[src/rtl/tsc_pkg.sv]
// tsc_pkg: shared types, character codes and classifiers for the token scanner
// no dependencies; used through scoped names by every rtl file but tsc_if
package tsc_pkg;

  typedef enum logic [2:0] {
    EV_APPEND  = 3'd0,
    EV_END     = 3'd1,
    EV_SPECIAL = 3'd2,
    EV_ERROR   = 3'd3,
    EV_DONE    = 3'd4
  } event_kind_e;

  typedef enum logic [1:0] {
    CM_NONE  = 2'd0,
    CM_LINE  = 2'd1,
    CM_BLOCK = 2'd2,
    CM_STAR  = 2'd3
  } comment_mode_e;

  typedef struct packed {
    comment_mode_e cm;
    logic          iq;
    logic          dn;
    logic          sp;
    logic          tk;
  } flags_t;

  localparam flags_t FLAGS_RST = '{cm: CM_NONE, iq: 1'b0, dn: 1'b0, sp: 1'b0, tk: 1'b0};

  typedef struct packed {
    event_kind_e kind;
    logic [7:0]  ch;
    logic [15:0] line;
    logic [15:0] col;
  } ev_t;

  localparam int unsigned MAX_EV = 4;

  localparam logic [7:0] CH_LBRACE = 8'h7B;
  localparam logic [7:0] CH_RBRACE = 8'h7D;
  localparam logic [7:0] CH_LPAREN = 8'h28;
  localparam logic [7:0] CH_RPAREN = 8'h29;
  localparam logic [7:0] CH_COMMA  = 8'h2C;
  localparam logic [7:0] CH_SEMI   = 8'h3B;
  localparam logic [7:0] CH_COLON  = 8'h3A;
  localparam logic [7:0] CH_LT     = 8'h3C;
  localparam logic [7:0] CH_GT     = 8'h3E;
  localparam logic [7:0] CH_EQ     = 8'h3D;
  localparam logic [7:0] CH_DOT    = 8'h2E;
  localparam logic [7:0] CH_STAR   = 8'h2A;
  localparam logic [7:0] CH_SLASH  = 8'h2F;
  localparam logic [7:0] CH_BSLASH = 8'h5C;
  localparam logic [7:0] CH_QUOTE  = 8'h22;
  localparam logic [7:0] CH_SPACE  = 8'h20;
  localparam logic [7:0] CH_NL     = 8'h0A;
  localparam logic [7:0] CH_TAB    = 8'h09;

  function automatic logic is_special(input logic [7:0] c);
    logic r;
    case (c) inside
      CH_LBRACE, CH_RBRACE, CH_LPAREN, CH_RPAREN, CH_COMMA, CH_SEMI,
      CH_COLON, CH_LT, CH_GT, CH_EQ, CH_DOT: r = 1'b1;
      default: r = 1'b0;
    endcase
    return r;
  endfunction

  function automatic logic is_break(input logic [7:0] c);
    logic r;
    case (c) inside
      CH_SPACE, CH_NL, CH_TAB: r = 1'b1;
      default: r = 1'b0;
    endcase
    return r;
  endfunction

endpackage

[src/rtl/tsc_if.sv]
// tsc_in_if, tsc_out_if: valid/ready channels for source bytes and token events
// no dependencies
interface tsc_in_if;
  logic       valid;
  logic       ready;
  logic [7:0] char_in;
  logic       end_of_input;

  modport source (output valid, output char_in, output end_of_input, input ready);
  modport sink   (input valid, input char_in, input end_of_input, output ready);
endinterface

interface tsc_out_if;
  logic        valid;
  logic        ready;
  logic [2:0]  event_kind;
  logic [7:0]  char_out;
  logic [15:0] line_no;
  logic [15:0] column_no;
  logic        run_last;

  modport source (output valid, output event_kind, output char_out, output line_no,
                  output column_no, output run_last, input ready);
  modport sink   (input valid, input event_kind, input char_out, input line_no,
                  input column_no, input run_last, output ready);
endinterface

[src/rtl/tsc_step.sv]
// tsc_step: combinational scan of one byte against the scanner state
// depends on tsc_pkg; gives next state and up to four events
module tsc_step #(
  parameter int unsigned LW = 16,
  parameter int unsigned CW = 16
) (
  input  logic [7:0]             char_i,
  input  logic                   eoi_i,
  input  tsc_pkg::flags_t        flags_i,
  input  logic [LW-1:0]          line_i,
  input  logic [CW-1:0]          col_i,
  output tsc_pkg::flags_t        flags_o,
  output logic [LW-1:0]          line_o,
  output logic [CW-1:0]          col_o,
  output tsc_pkg::ev_t [3:0]     evs_o,
  output logic [2:0]             cnt_o
);

  localparam logic [LW-1:0] LnMax = '1;
  localparam logic [CW-1:0] ColMax = '1;
  localparam logic [2:0]    EvCap = 3'(tsc_pkg::MAX_EV);

  tsc_pkg::flags_t    f;
  logic [LW-1:0]      ln;
  logic [CW-1:0]      col;
  logic [2:0]         n;
  tsc_pkg::ev_t [3:0] ev;
  logic               c_plain;

  always_comb begin
    f       = flags_i;
    ln      = line_i;
    col     = col_i;
    n       = 3'd0;
    ev      = '0;
    c_plain = 1'b0;

    unique case (f.cm)
      tsc_pkg::CM_LINE: begin
        if (char_i == tsc_pkg::CH_NL) begin
          if (ln != LnMax) ln = ln + LW'(1);
          col  = CW'(1);
          f.cm = tsc_pkg::CM_NONE;
        end else begin
          if (col != ColMax) col = col + CW'(1);
        end
      end
      tsc_pkg::CM_BLOCK: begin
        if (char_i == tsc_pkg::CH_NL) begin
          if (ln != LnMax) ln = ln + LW'(1);
          col = CW'(1);
        end else begin
          if (char_i == tsc_pkg::CH_STAR) f.cm = tsc_pkg::CM_STAR;
          if (col != ColMax) col = col + CW'(1);
        end
      end
      tsc_pkg::CM_STAR: begin
        if (char_i == tsc_pkg::CH_NL) begin
          if (ln != LnMax) ln = ln + LW'(1);
          col  = CW'(1);
          f.cm = tsc_pkg::CM_BLOCK;
        end else begin
          if (char_i == tsc_pkg::CH_SLASH) f.cm = tsc_pkg::CM_NONE;
          else if (char_i != tsc_pkg::CH_STAR) f.cm = tsc_pkg::CM_BLOCK;
          if (col != ColMax) col = col + CW'(1);
        end
      end
      tsc_pkg::CM_NONE: begin
        c_plain = 1'b1;
        if (f.sp) begin
          f.sp = 1'b0;
          if (char_i == tsc_pkg::CH_SLASH || char_i == tsc_pkg::CH_STAR) begin
            if (col != ColMax) col = col + CW'(1);
            if (col != ColMax) col = col + CW'(1);
            f.cm    = (char_i == tsc_pkg::CH_SLASH) ? tsc_pkg::CM_LINE : tsc_pkg::CM_BLOCK;
            c_plain = 1'b0;
          end else begin
            // held slash as a plain character
            if (f.dn) begin
              f.dn = 1'b0;
            end else begin
              if (n != EvCap) begin
                ev[n[1:0]] = '{kind: tsc_pkg::EV_APPEND, ch: tsc_pkg::CH_SLASH,
                               line: 16'(ln), col: 16'(col)};
                n = n + 3'd1;
              end
              f.tk = 1'b1;
            end
            if (col != ColMax) col = col + CW'(1);
          end
        end
        if (c_plain && !f.iq && char_i == tsc_pkg::CH_SLASH && !eoi_i) begin
          f.sp    = 1'b1;
          c_plain = 1'b0;
        end
        if (c_plain) begin
          if (char_i == tsc_pkg::CH_BSLASH) begin
            f.dn = 1'b1;
            if (col != ColMax) col = col + CW'(1);
          end else if (f.dn) begin
            f.dn = 1'b0;
            if (col != ColMax) col = col + CW'(1);
          end else if (char_i == tsc_pkg::CH_QUOTE) begin
            if (f.iq) begin
              f.iq = 1'b0;
              if (f.tk) begin
                if (n != EvCap) begin
                  ev[n[1:0]] = '{kind: tsc_pkg::EV_END, ch: 8'h00,
                                 line: 16'(ln), col: 16'(col)};
                  n = n + 3'd1;
                end
                f.tk = 1'b0;
              end
            end else begin
              f.iq = 1'b1;
            end
            if (col != ColMax) col = col + CW'(1);
          end else if (!f.iq && (tsc_pkg::is_break(char_i) ||
                                 tsc_pkg::is_special(char_i))) begin
            if (f.tk) begin
              if (n != EvCap) begin
                ev[n[1:0]] = '{kind: tsc_pkg::EV_END, ch: 8'h00,
                               line: 16'(ln), col: 16'(col)};
                n = n + 3'd1;
              end
              f.tk = 1'b0;
            end
            if (tsc_pkg::is_special(char_i) && n != EvCap) begin
              ev[n[1:0]] = '{kind: tsc_pkg::EV_SPECIAL, ch: char_i,
                             line: 16'(ln), col: 16'(col)};
              n = n + 3'd1;
            end
            if (char_i == tsc_pkg::CH_NL) begin
              if (ln != LnMax) ln = ln + LW'(1);
              col = CW'(1);
            end else begin
              if (col != ColMax) col = col + CW'(1);
            end
          end else begin
            if (n != EvCap) begin
              ev[n[1:0]] = '{kind: tsc_pkg::EV_APPEND, ch: char_i,
                             line: 16'(ln), col: 16'(col)};
              n = n + 3'd1;
            end
            f.tk = 1'b1;
            if (col != ColMax) col = col + CW'(1);
          end
        end
      end
    endcase

    // final byte closes the text
    if (eoi_i) begin
      if (f.cm == tsc_pkg::CM_BLOCK || f.cm == tsc_pkg::CM_STAR) begin
        if (n != EvCap) begin
          ev[n[1:0]] = '{kind: tsc_pkg::EV_ERROR, ch: 8'h00, line: 16'(ln), col: 16'(col)};
          n = n + 3'd1;
        end
      end else if (f.tk) begin
        if (n != EvCap) begin
          ev[n[1:0]] = '{kind: tsc_pkg::EV_END, ch: 8'h00, line: 16'(ln), col: 16'(col)};
          n = n + 3'd1;
        end
      end
      if (n != EvCap) begin
        ev[n[1:0]] = '{kind: tsc_pkg::EV_DONE, ch: 8'h00, line: 16'(ln), col: 16'(col)};
        n = n + 3'd1;
      end
      f   = tsc_pkg::FLAGS_RST;
      ln  = LW'(1);
      col = CW'(1);
    end
  end

  assign flags_o = f;
  assign line_o  = ln;
  assign col_o   = col;
  assign evs_o   = ev;
  assign cnt_o   = n;

endmodule

[src/rtl/tsc_evbuf.sv]
// tsc_evbuf: result register holding the events of one byte, drained one per cycle while out_o.ready is high
// depends on tsc_pkg and tsc_out_if
module tsc_evbuf (
  input  logic               clk_i,
  input  logic               rst_ni,
  input  logic               load_i,
  input  tsc_pkg::ev_t [3:0] evs_i,
  input  logic [2:0]         cnt_i,
  output logic               free_o,
  tsc_out_if.source          out_o
);

  tsc_pkg::ev_t [3:0] ev_q;
  logic [2:0]         cnt_q;
  logic [1:0]         rd_q;
  logic               take;
  logic               take_last;
  logic               at_last;

  assign at_last   = ({1'b0, rd_q} + 3'd1) == cnt_q;
  assign take      = out_o.valid && out_o.ready;
  assign take_last = take && at_last;
  assign free_o    = (cnt_q == 3'd0) || take_last;

  always_ff @(posedge clk_i or negedge rst_ni) begin
    if (!rst_ni) begin
      cnt_q <= 3'd0;
      rd_q  <= 2'd0;
    end else if (load_i) begin
      cnt_q <= cnt_i;
      rd_q  <= 2'd0;
    end else if (take_last) begin
      cnt_q <= 3'd0;
      rd_q  <= 2'd0;
    end else if (take) begin
      rd_q  <= rd_q + 2'd1;
    end
  end

  always_ff @(posedge clk_i) begin
    if (load_i) ev_q <= evs_i;
  end

  assign out_o.valid      = cnt_q != 3'd0;
  assign out_o.event_kind = ev_q[rd_q].kind;
  assign out_o.char_out   = ev_q[rd_q].ch;
  assign out_o.line_no    = ev_q[rd_q].line;
  assign out_o.column_no  = ev_q[rd_q].col;
  assign out_o.run_last   = at_last;

endmodule

[src/rtl/token_scanner_with_comments.sv]
// token_scanner_with_comments: streaming c-style scanner, bytes in, token events out
// depends on tsc_pkg, tsc_if, tsc_step, tsc_evbuf
//
//   channel  dir  payload                                          item
//   in_i     in   char_in[7:0] end_of_input                        one source byte
//   out_o    out  event_kind[2:0] char_out[7:0] line_no[15:0]      one token event
//                 column_no[15:0] run_last
//
// a byte passes an input register, is scanned combinationally and its events
// land in the result register, which drains one event per cycle on out_o.ready;
// the next byte loads when that register is empty or its last event is taken, so
// with out_o.ready high, bytes with no or one event stream at one per cycle
// reset: no comment, no quotes, empty token, line 1 column 1; same after the final byte
// output stalls back up into the input register, then to in_i.ready
module token_scanner_with_comments #(
  parameter int unsigned LINE_WIDTH   = 16,
  parameter int unsigned COLUMN_WIDTH = 16
) (
  input  logic      clk_i,
  input  logic      rst_ni,
  tsc_in_if.sink    in_i,
  tsc_out_if.source out_o
);

  logic                    in_vld_q;
  logic [7:0]              char_q;
  logic                    eoi_q;
  tsc_pkg::flags_t         flags_q, flags_d;
  logic [LINE_WIDTH-1:0]   line_q, line_d;
  logic [COLUMN_WIDTH-1:0] col_q, col_d;
  tsc_pkg::ev_t [3:0]      evs;
  logic [2:0]              ev_cnt;
  logic                    buf_free;
  logic                    move;

  assign move       = in_vld_q && buf_free;
  assign in_i.ready = !in_vld_q || move;

  always_ff @(posedge clk_i or negedge rst_ni) begin
    if (!rst_ni) begin
      in_vld_q <= 1'b0;
      flags_q  <= tsc_pkg::FLAGS_RST;
      line_q   <= LINE_WIDTH'(1);
      col_q    <= COLUMN_WIDTH'(1);
    end else begin
      if (in_i.ready) in_vld_q <= in_i.valid;
      if (move) begin
        flags_q <= flags_d;
        line_q  <= line_d;
        col_q   <= col_d;
      end
    end
  end

  always_ff @(posedge clk_i) begin
    if (in_i.ready && in_i.valid) begin
      char_q <= in_i.char_in;
      eoi_q  <= in_i.end_of_input;
    end
  end

  tsc_step #(
    .LW (LINE_WIDTH),
    .CW (COLUMN_WIDTH)
  ) u_step (
    .char_i  (char_q),
    .eoi_i   (eoi_q),
    .flags_i (flags_q),
    .line_i  (line_q),
    .col_i   (col_q),
    .flags_o (flags_d),
    .line_o  (line_d),
    .col_o   (col_d),
    .evs_o   (evs),
    .cnt_o   (ev_cnt)
  );

  tsc_evbuf u_evbuf (
    .clk_i  (clk_i),
    .rst_ni (rst_ni),
    .load_i (move),
    .evs_i  (evs),
    .cnt_i  (ev_cnt),
    .free_o (buf_free),
    .out_o  (out_o)
  );

endmodule

[src/flat_wrapper.sv]
// flat-port wrapper written by rule: the top's interface ports become plain ports
module token_scanner_with_comments_flat 
#(
  parameter int unsigned LINE_WIDTH   = 16,
  parameter int unsigned COLUMN_WIDTH = 16
)
  (clk_i, rst_ni, in_i_valid, in_i_char_in, in_i_end_of_input, in_i_ready, out_o_valid, out_o_event_kind, out_o_char_out, out_o_line_no, out_o_column_no, out_o_run_last, out_o_ready);
  tsc_in_if in_i_i ();
  tsc_out_if out_o_i ();
  input  logic clk_i;
  input  logic rst_ni;
  input wire logic [$bits(in_i_i.valid)-1:0] in_i_valid;
  input wire logic [$bits(in_i_i.char_in)-1:0] in_i_char_in;
  input wire logic [$bits(in_i_i.end_of_input)-1:0] in_i_end_of_input;
  output wire logic [$bits(in_i_i.ready)-1:0] in_i_ready;
  output wire logic [$bits(out_o_i.valid)-1:0] out_o_valid;
  output wire logic [$bits(out_o_i.event_kind)-1:0] out_o_event_kind;
  output wire logic [$bits(out_o_i.char_out)-1:0] out_o_char_out;
  output wire logic [$bits(out_o_i.line_no)-1:0] out_o_line_no;
  output wire logic [$bits(out_o_i.column_no)-1:0] out_o_column_no;
  output wire logic [$bits(out_o_i.run_last)-1:0] out_o_run_last;
  input wire logic [$bits(out_o_i.ready)-1:0] out_o_ready;
  assign in_i_i.valid = in_i_valid;
  assign in_i_i.char_in = in_i_char_in;
  assign in_i_i.end_of_input = in_i_end_of_input;
  assign in_i_ready = in_i_i.ready;
  assign out_o_valid = out_o_i.valid;
  assign out_o_event_kind = out_o_i.event_kind;
  assign out_o_char_out = out_o_i.char_out;
  assign out_o_line_no = out_o_i.line_no;
  assign out_o_column_no = out_o_i.column_no;
  assign out_o_run_last = out_o_i.run_last;
  assign out_o_i.ready = out_o_ready;
  token_scanner_with_comments #(.LINE_WIDTH(LINE_WIDTH), .COLUMN_WIDTH(COLUMN_WIDTH)) u_core (.clk_i(clk_i), .rst_ni(rst_ni), .in_i(in_i_i), .out_o(out_o_i));
endmodule
[config.mk]
export PLATFORM = sky130hd
export DESIGN_NAME = token_scanner_with_comments_flat
export DESIGN_NICKNAME = d
export VERILOG_FILES = /design/src/rtl/tsc_pkg.sv /design/src/rtl/tsc_if.sv /design/src/rtl/tsc_step.sv /design/src/rtl/tsc_evbuf.sv /design/src/rtl/token_scanner_with_comments.sv /design/src/flat_wrapper.sv
export SDC_FILE = /design/constraint.sdc
export NUM_CORES = 1
export LEC_CHECK = 0
export BUFFER_PORTS_ARGS = -buffer_cell sky130_fd_sc_hd__buf_2
export CAP_MARGIN = 20
export CELL_PAD_IN_SITES_DETAIL_PLACEMENT = 2
export CELL_PAD_IN_SITES_GLOBAL_PLACEMENT = 2
export CORE_MARGIN = 8
export CORE_UTILIZATION = 42
export CTS_BUF_LIST = sky130_fd_sc_hd__clkbuf_4 sky130_fd_sc_hd__clkbuf_8
export CTS_CLUSTER_DIAMETER = 200
export DETAILED_ROUTE_END_ITERATION = 10
export PLACE_DENSITY_LB_ADDON = 0.08
export SKIP_CTS_REPAIR_TIMING = 1
export SYNTH_ARGS = -nofsm -noshare
export SYNTH_HDL_FRONTEND = slang
export SYNTH_SLANG_ARGS = --single-unit
export TNS_END_PERCENT = 1
[constraint.sdc]
create_clock -name clk_i -period 9.8 [get_ports clk_i]
set_clock_uncertainty 0.05 [all_clocks]
set_input_delay 0.49 -clock clk_i [delete_from_list [all_inputs] [get_ports clk_i]]
set_output_delay 0.49 -clock clk_i [all_outputs]
set_load 0.05 [all_outputs]
* Word-level counts from Yosys, hierarchy flattened
Cells that the tools add are included.
** Operators by class
- Add/subtract/negate cells :: 10
- Reductions and logical operators :: 34
- Equality and inequality tests :: 35
- Muxes and demuxes :: 155
- Magnitude comparators :: 9
** Operators with widths (number)
- two-way mux 172 bit :: 24
- bitwise mux 172 bit :: 6
- two-way mux 16 bit :: 25
- demux 43 bit (select 2 bit) :: 4
- two-way mux 43 bit :: 6
- two-way mux 38 bit :: 3
- == test 8 x 6 -> 1 bit, second input constant :: 13
- binary-select mux 43 bit (select 2 bit) :: 1
- two-way mux 3 bit :: 27
- adder 16 x 1 -> 16 bit, second input constant :: 4
- != test 16 bit, second input constant :: 4
- one-hot mux 16 bit (2 select lines) :: 2
- two-way mux 1 bit :: 41
- two-way mux 2 bit :: 13
- == test 8 x 7 -> 1 bit, second input constant :: 3
- == test 8 x 4 -> 1 bit, second input constant :: 2
- < comparator 2 x 3 -> 1 bit, second input constant :: 5
- logical AND 1 bit :: 13
- adder 3 x 1 -> 3 bit, second input constant :: 4
- != test 3 bit, second input constant :: 4
- OR reduction 11 bit :: 1
- == test 2 bit, second input constant :: 4
- >= comparator 2 x 1 -> 1 bit, second input constant :: 4
- != test 8 x 6 -> 1 bit, second input constant :: 1
- 17 further kinds :: 29
** Storage, ports and cells
- Bits of input ports :: 13
- Flip-flop bits (word level) :: 225
- Output and inout port bits :: 46

* Logic depth before layout (Yosys ltp)
- Depth in word-level cells :: 41
- Mapped depth :: 28
- Gate-level depth less buffers :: 26

* Cells and area by module
Synthesis repeated with hierarchy kept, for this count alone.
** Second synthesis, totals
- Cells, all modules :: 1622
- Area, all modules :: 16011.6 sq um
** By module, submodules not included
- tsc_step :: instances 1, cells each 1275, sequential area each 0.0 sq um, area each 7770.0 sq um
- tsc_evbuf :: instances 1, cells each 252, sequential area each 5290.1 sq um, area each 6471.2 sq um
- token_scanner_with_comments :: instances 1, cells each 95, sequential area each 1248.7 sq um, area each 1770.4 sq um

* Worst setup path after synthesis
Ideal clock, no wire load.
- Kind :: register to register
- Start :: reg u_core.u_evbuf.rd_q[0]
- End :: reg u_core.line_q[5]
- Cell stages (with the launch flop) :: 12
- Arrival time :: 8.411 ns
- Library setup time :: 0.130 ns
- Period minus slack after synthesis :: 8.591 ns
- Setup slack :: 1.209 ns
- Path through :: dfrtp_1 ha_1 xor2_1 nor3_1 a21oi_1 nand2b_1 clkbuf_1 inv_1 clkbuf_1 o21ai_0 nand2_1 o31ai_1
** On the way
- Cells in the longest elaborated chain, start to end :: 5
** Ends and longest elaborated chain
- from (decl) :: line tsc_evbuf.sv:15 : logic [1:0] rd_q;
- from (signal assigned) :: line tsc_evbuf.sv:36 : rd_q <= rd_q + 2'd1;
- adder 2 x 1 -> 3 bit :: line tsc_evbuf.sv:20 : assign at_last = ({1'b0, rd_q} + 3'd1) == cnt_q;
- == test 3 bit :: line tsc_evbuf.sv:20
- net out_o_run_last :: line flat_wrapper.sv:21 : output wire logic [$bits(out_o_i.run_last)-1:0] out_o_run_last;
- logical AND 1 bit :: line tsc_evbuf.sv:22 : assign take_last = take && at_last;
- logical OR 1 bit :: line tsc_evbuf.sv:23 : assign free_o = (cnt_q == 3'd0) || take_last;
- logical AND 1 bit :: line token_scanner_with_comments.sv:36 : assign move = in_vld_q && buf_free;
- net u_core.move :: line token_scanner_with_comments.sv:34 : logic move;
- to (signal assigned) :: line token_scanner_with_comments.sv:49 : line_q <= line_d;
- to (decl) :: line token_scanner_with_comments.sv:29 : logic [LINE_WIDTH-1:0] line_q, line_d;
The timed path passes the listed nets, and every way through them passes these cells.
A chain may end at the register's enable or synchronous reset.

==> summary.txt <==
Run status
  • Status: complete, but fails checks
  • Violated checks: negative hold slack

Routing
  • Antenna violation net count after detailed routing: 0
  • Vias post-DR: 14400
  • DRT Wirelength: 66100 microns
  • Drt drc: 0
  • Starting DRT DRC Count: 1012
  • Routed length per instance: 31.6 microns
  • DR vias/cell: 6.89
  • DRT Pass-1 Iters: 5

Place
  • Dpl cells: 2008
  • Port bufs: 58
  • Post-DP Area: 15800 sq um
  • Post-DP HPWL: 46600 microns
  • RD Place Congestion: 0.926
  • Pre-CTS WS: 1.66 ns

Pwr
  • PwrDens: 329 nW/um^2
  • Peak VDD IR: 0.000131 V
  • Combinational share of power: 48.7%
  • Clk pwr share: 18.2%
  • Seq pwr share: 33.1%
  • Static Leak: 5.70 nW
  • Cell-internal power: 2.83 mW
  • P_sw: 2.69 mW
  • Switching part of the total power: 48.7%
  • Total power: 5.51 mW

Synthesis
  • Area contributors post-synth: edfxtp_1 36%, dfrtp_1 6.9%, mux4_2 6.4%
  • Unique masters post-synth: 103
  • Post-synth EDFFs: 181
  • Synth Instances: 1591
  • Syn Std Cell Area: 15200 sq um
  • Post-synthesis area per instance: 9.58 sq um
  • Synth top area share: 35.7%
  • Asr flop ratio synth: 19.6%
  • Yosys warns: 0
  • Seq/Total Area, Yosys: 42.9%
  • Top FF cell, synth: edfxtp_1
  • Synthesis-stage register bit count: 225
  • Top cell type by total area after synthesis: edfxtp_1

GRT
  • GRT Util Overall: 31.1%
  • Largest net degree at the start of global routing: 67
  • Initial antenna violation count: 1
  • Total gr overflow: 0
  • Number of global-route vias before repair: 15100
  • First-pass GRT wire length: 99400 microns

Critical path
  • Reg-to-reg startpoint: u_core.char_q[4]
  • Reg2Reg Setup Slack: 1.41 ns
  • Worst path arrival time: 8.64 ns
  • RR Endpoint: u_core.u_evbuf.ev_q[58]
  • Setup crit end kind: flop
  • CP Class: flop to flop
  • Worst Path Max Fanout: 22
  • R2R depth: 16
  • Startpoint Class: flop
  • Critical Path RT: 10.05 ns
  • Setup crit start: u_core.char_q[4]

Final layout
  • Non-Filler Instances: 2091
  • NumNets Final: 1629
  • Area growth from synthesis to layout: 9.93%
  • Final instance area: 16800 sq um
  • Fillers: 3773
  • Fraction of layout cells with a size suffix above 1: 16.3%
  • Util after Layout: 47.0%

Worst hold path
  • HP Class: input port to async pin

Floorplan
  • IO Pins: 59
  • Initial core utilization: 42.7%
  • Width of the chip: 206 microns
  • Die span in y: 206 microns
  • Die area: 42600 sq um
  • Cell Rows: 69
  • Core footprint: 35700 sq um

Clock tree
  • Worst skew pair latency: 0.61 ns
  • Root Buffer Master: clkbuf_8
  • Clock Pin Slew Worst Setup and Hold Paths: 0.07 ns
  • Htree depth: 2
  • TritonCTS clock tree: yes
  • Sink Count: 225
  • CTS buffer count: 42
  • Clk buf depth: 3

Timing
  • Rel. slew slack: 22.5%
  • Least-Margin Pin Slew: 1.16 ns
  • Final setup margin: 1.41 ns
  • Fin crit share: 85.6%
  • Hold WS: -0.0164 ns
  • Fmax achieved: 119 MHz
  • Tmin final: 8.39 ns
  • Final setup fails: 0
  • Total negative slack: 0 ns
  • Final Hold Vio Count: 5
  • Slew Viols, Final: 0
  • Unrepaired setup endpoints after global routing: false

Run
  • Max-cap viol count: 0
## sequential cells by signal, summed over array words and instances (netlist names)
register / count
u_core.u_evbuf.ev_q: 172
u_core.col_q: 16
u_core.line_q: 16
u_core.char_q: 8
u_core.flags_q: 6
u_core.u_evbuf.cnt_q: 3
u_core.u_evbuf.rd_q: 2
u_core.eoi_q: 1
u_core.in_vld_q: 1
## worst max-delay path, cell delays in order, from the launching register on
cell and delay [ns]:
edfxtp_1 0.58, nor4b_2 0.60, and3_1 0.59, or3_1 0.19, buf_4 0.27, nand2b_1 0.23, ha_1 0.39, nor4_1 0.89
nand4_1 0.62, ha_1 0.59, nor2_1 0.27, nor2_1 0.17, o32ai_1 0.88, nand2_1 0.76, buf_4 0.47, nand2_1 0.35
o22ai_1 0.16
## routing by layer
layer / global-route usage [%] / share of wire, %
met5: 0 / 0
met4: 14.3 / 4.5
met3: 4.00 / 6.5
met2: 51.0 / 47
met1: 40.6 / 42
## synthesized netlist by cell type, types with 12 or more instances
| cell type | number |
|---|---|
| o21ai_1 | 24 |
| nor2_1 | 115 |
| and2_1 | 28 |
| xnor2_1 | 19 |
| o2bb2ai_1 | 24 |
| ha_1 | 20 |
| buf_2 | 18 |
| nand2_1 | 154 |
| a21oi_1 | 85 |
| a211oi_1 | 12 |
| and3_1 | 26 |
| clkbuf_1 | 97 |
| inv_1 | 31 |
| o21ai_0 | 182 |
| a221oi_1 | 16 |
| dfrtp_1 | 42 |
| nand4_1 | 26 |
| nor3_1 | 31 |
| a31oi_1 | 22 |
| edfxtp_1 | 181 |
| mux4_2 | 43 |
| nand3_1 | 67 |
| o22ai_1 | 30 |
## area by class of cell
class / count / area, sq um / share of cell area, %
diodes: 1 / 2.50 / 0.0149
clock buffers: 63 / 773 / 4.62
flip-flops and latches: 225 / 6540 / 39.1
multi-input cells: 1201 / 8040 / 48.0
well taps: 461 / 577 / 3.44
inverters: 33 / 129 / 0.769
repair buffers: 93 / 561 / 3.35
clock inverters: 14 / 129 / 0.769
## how the worst max path moves through the flow
stage                                          end  cells after the start
after global placement    u_core.u_evbuf.ev_q[103]                     19
after detailed placement   u_core.u_evbuf.ev_q[58]                     16
after CTS                  u_core.u_evbuf.ev_q[58]                     16
after floorplan                   u_core.line_q[5]                     11
after global routing      u_core.u_evbuf.ev_q[102]                     19
final                      u_core.u_evbuf.ev_q[58]                     16
## logic make-up after synthesis
group	Yosys count	synth area share [%]
adder cells (fa/ha/maj)	20	1.64
multiplexers	55	7.20
other	1	0.0246
XOR/XNOR	27	1.55
AO/OA/AOI/OAI	554	23.9
AND/OR/NAND/NOR	543	18.2
flip-flops	225	42.9
buffers and inverters	166	4.53
## power by group through the flow
stage	Clock (mW)	Combinational (mW)	Sequential, mW
after floorplan	0	1.94	1.73
after global placement	0	2.59	1.79
after detailed placement	0	2.65	1.84
after CTS	1.02	2.67	1.82
after global routing	1.06	2.81	1.87
final	1.00	2.68	1.83
## cell usage in the layout (no fill, tap or decap), types with 12 or more instances in the layout
master,count
xnor2_1,19
a31oi_1,22
o21ai_1,23
nor3_1,28
a211oi_1,12
mux4_2,43
o2bb2ai_1,24
nand3_1,67
clkbuf_4,15
and3_1,26
a21oi_1,84
nand2_1,154
dfrtp_1,40
buf_4,30
and2_1,28
nor2_1,114
nand4_1,26
edfxtp_1,181
inv_1,30
clkbuf_8,48
buf_2,59
o22ai_1,30
a221oi_1,16
o21ai_0,182
ha_1,20
Note: power is estimated with default switching activity, not from simulation.
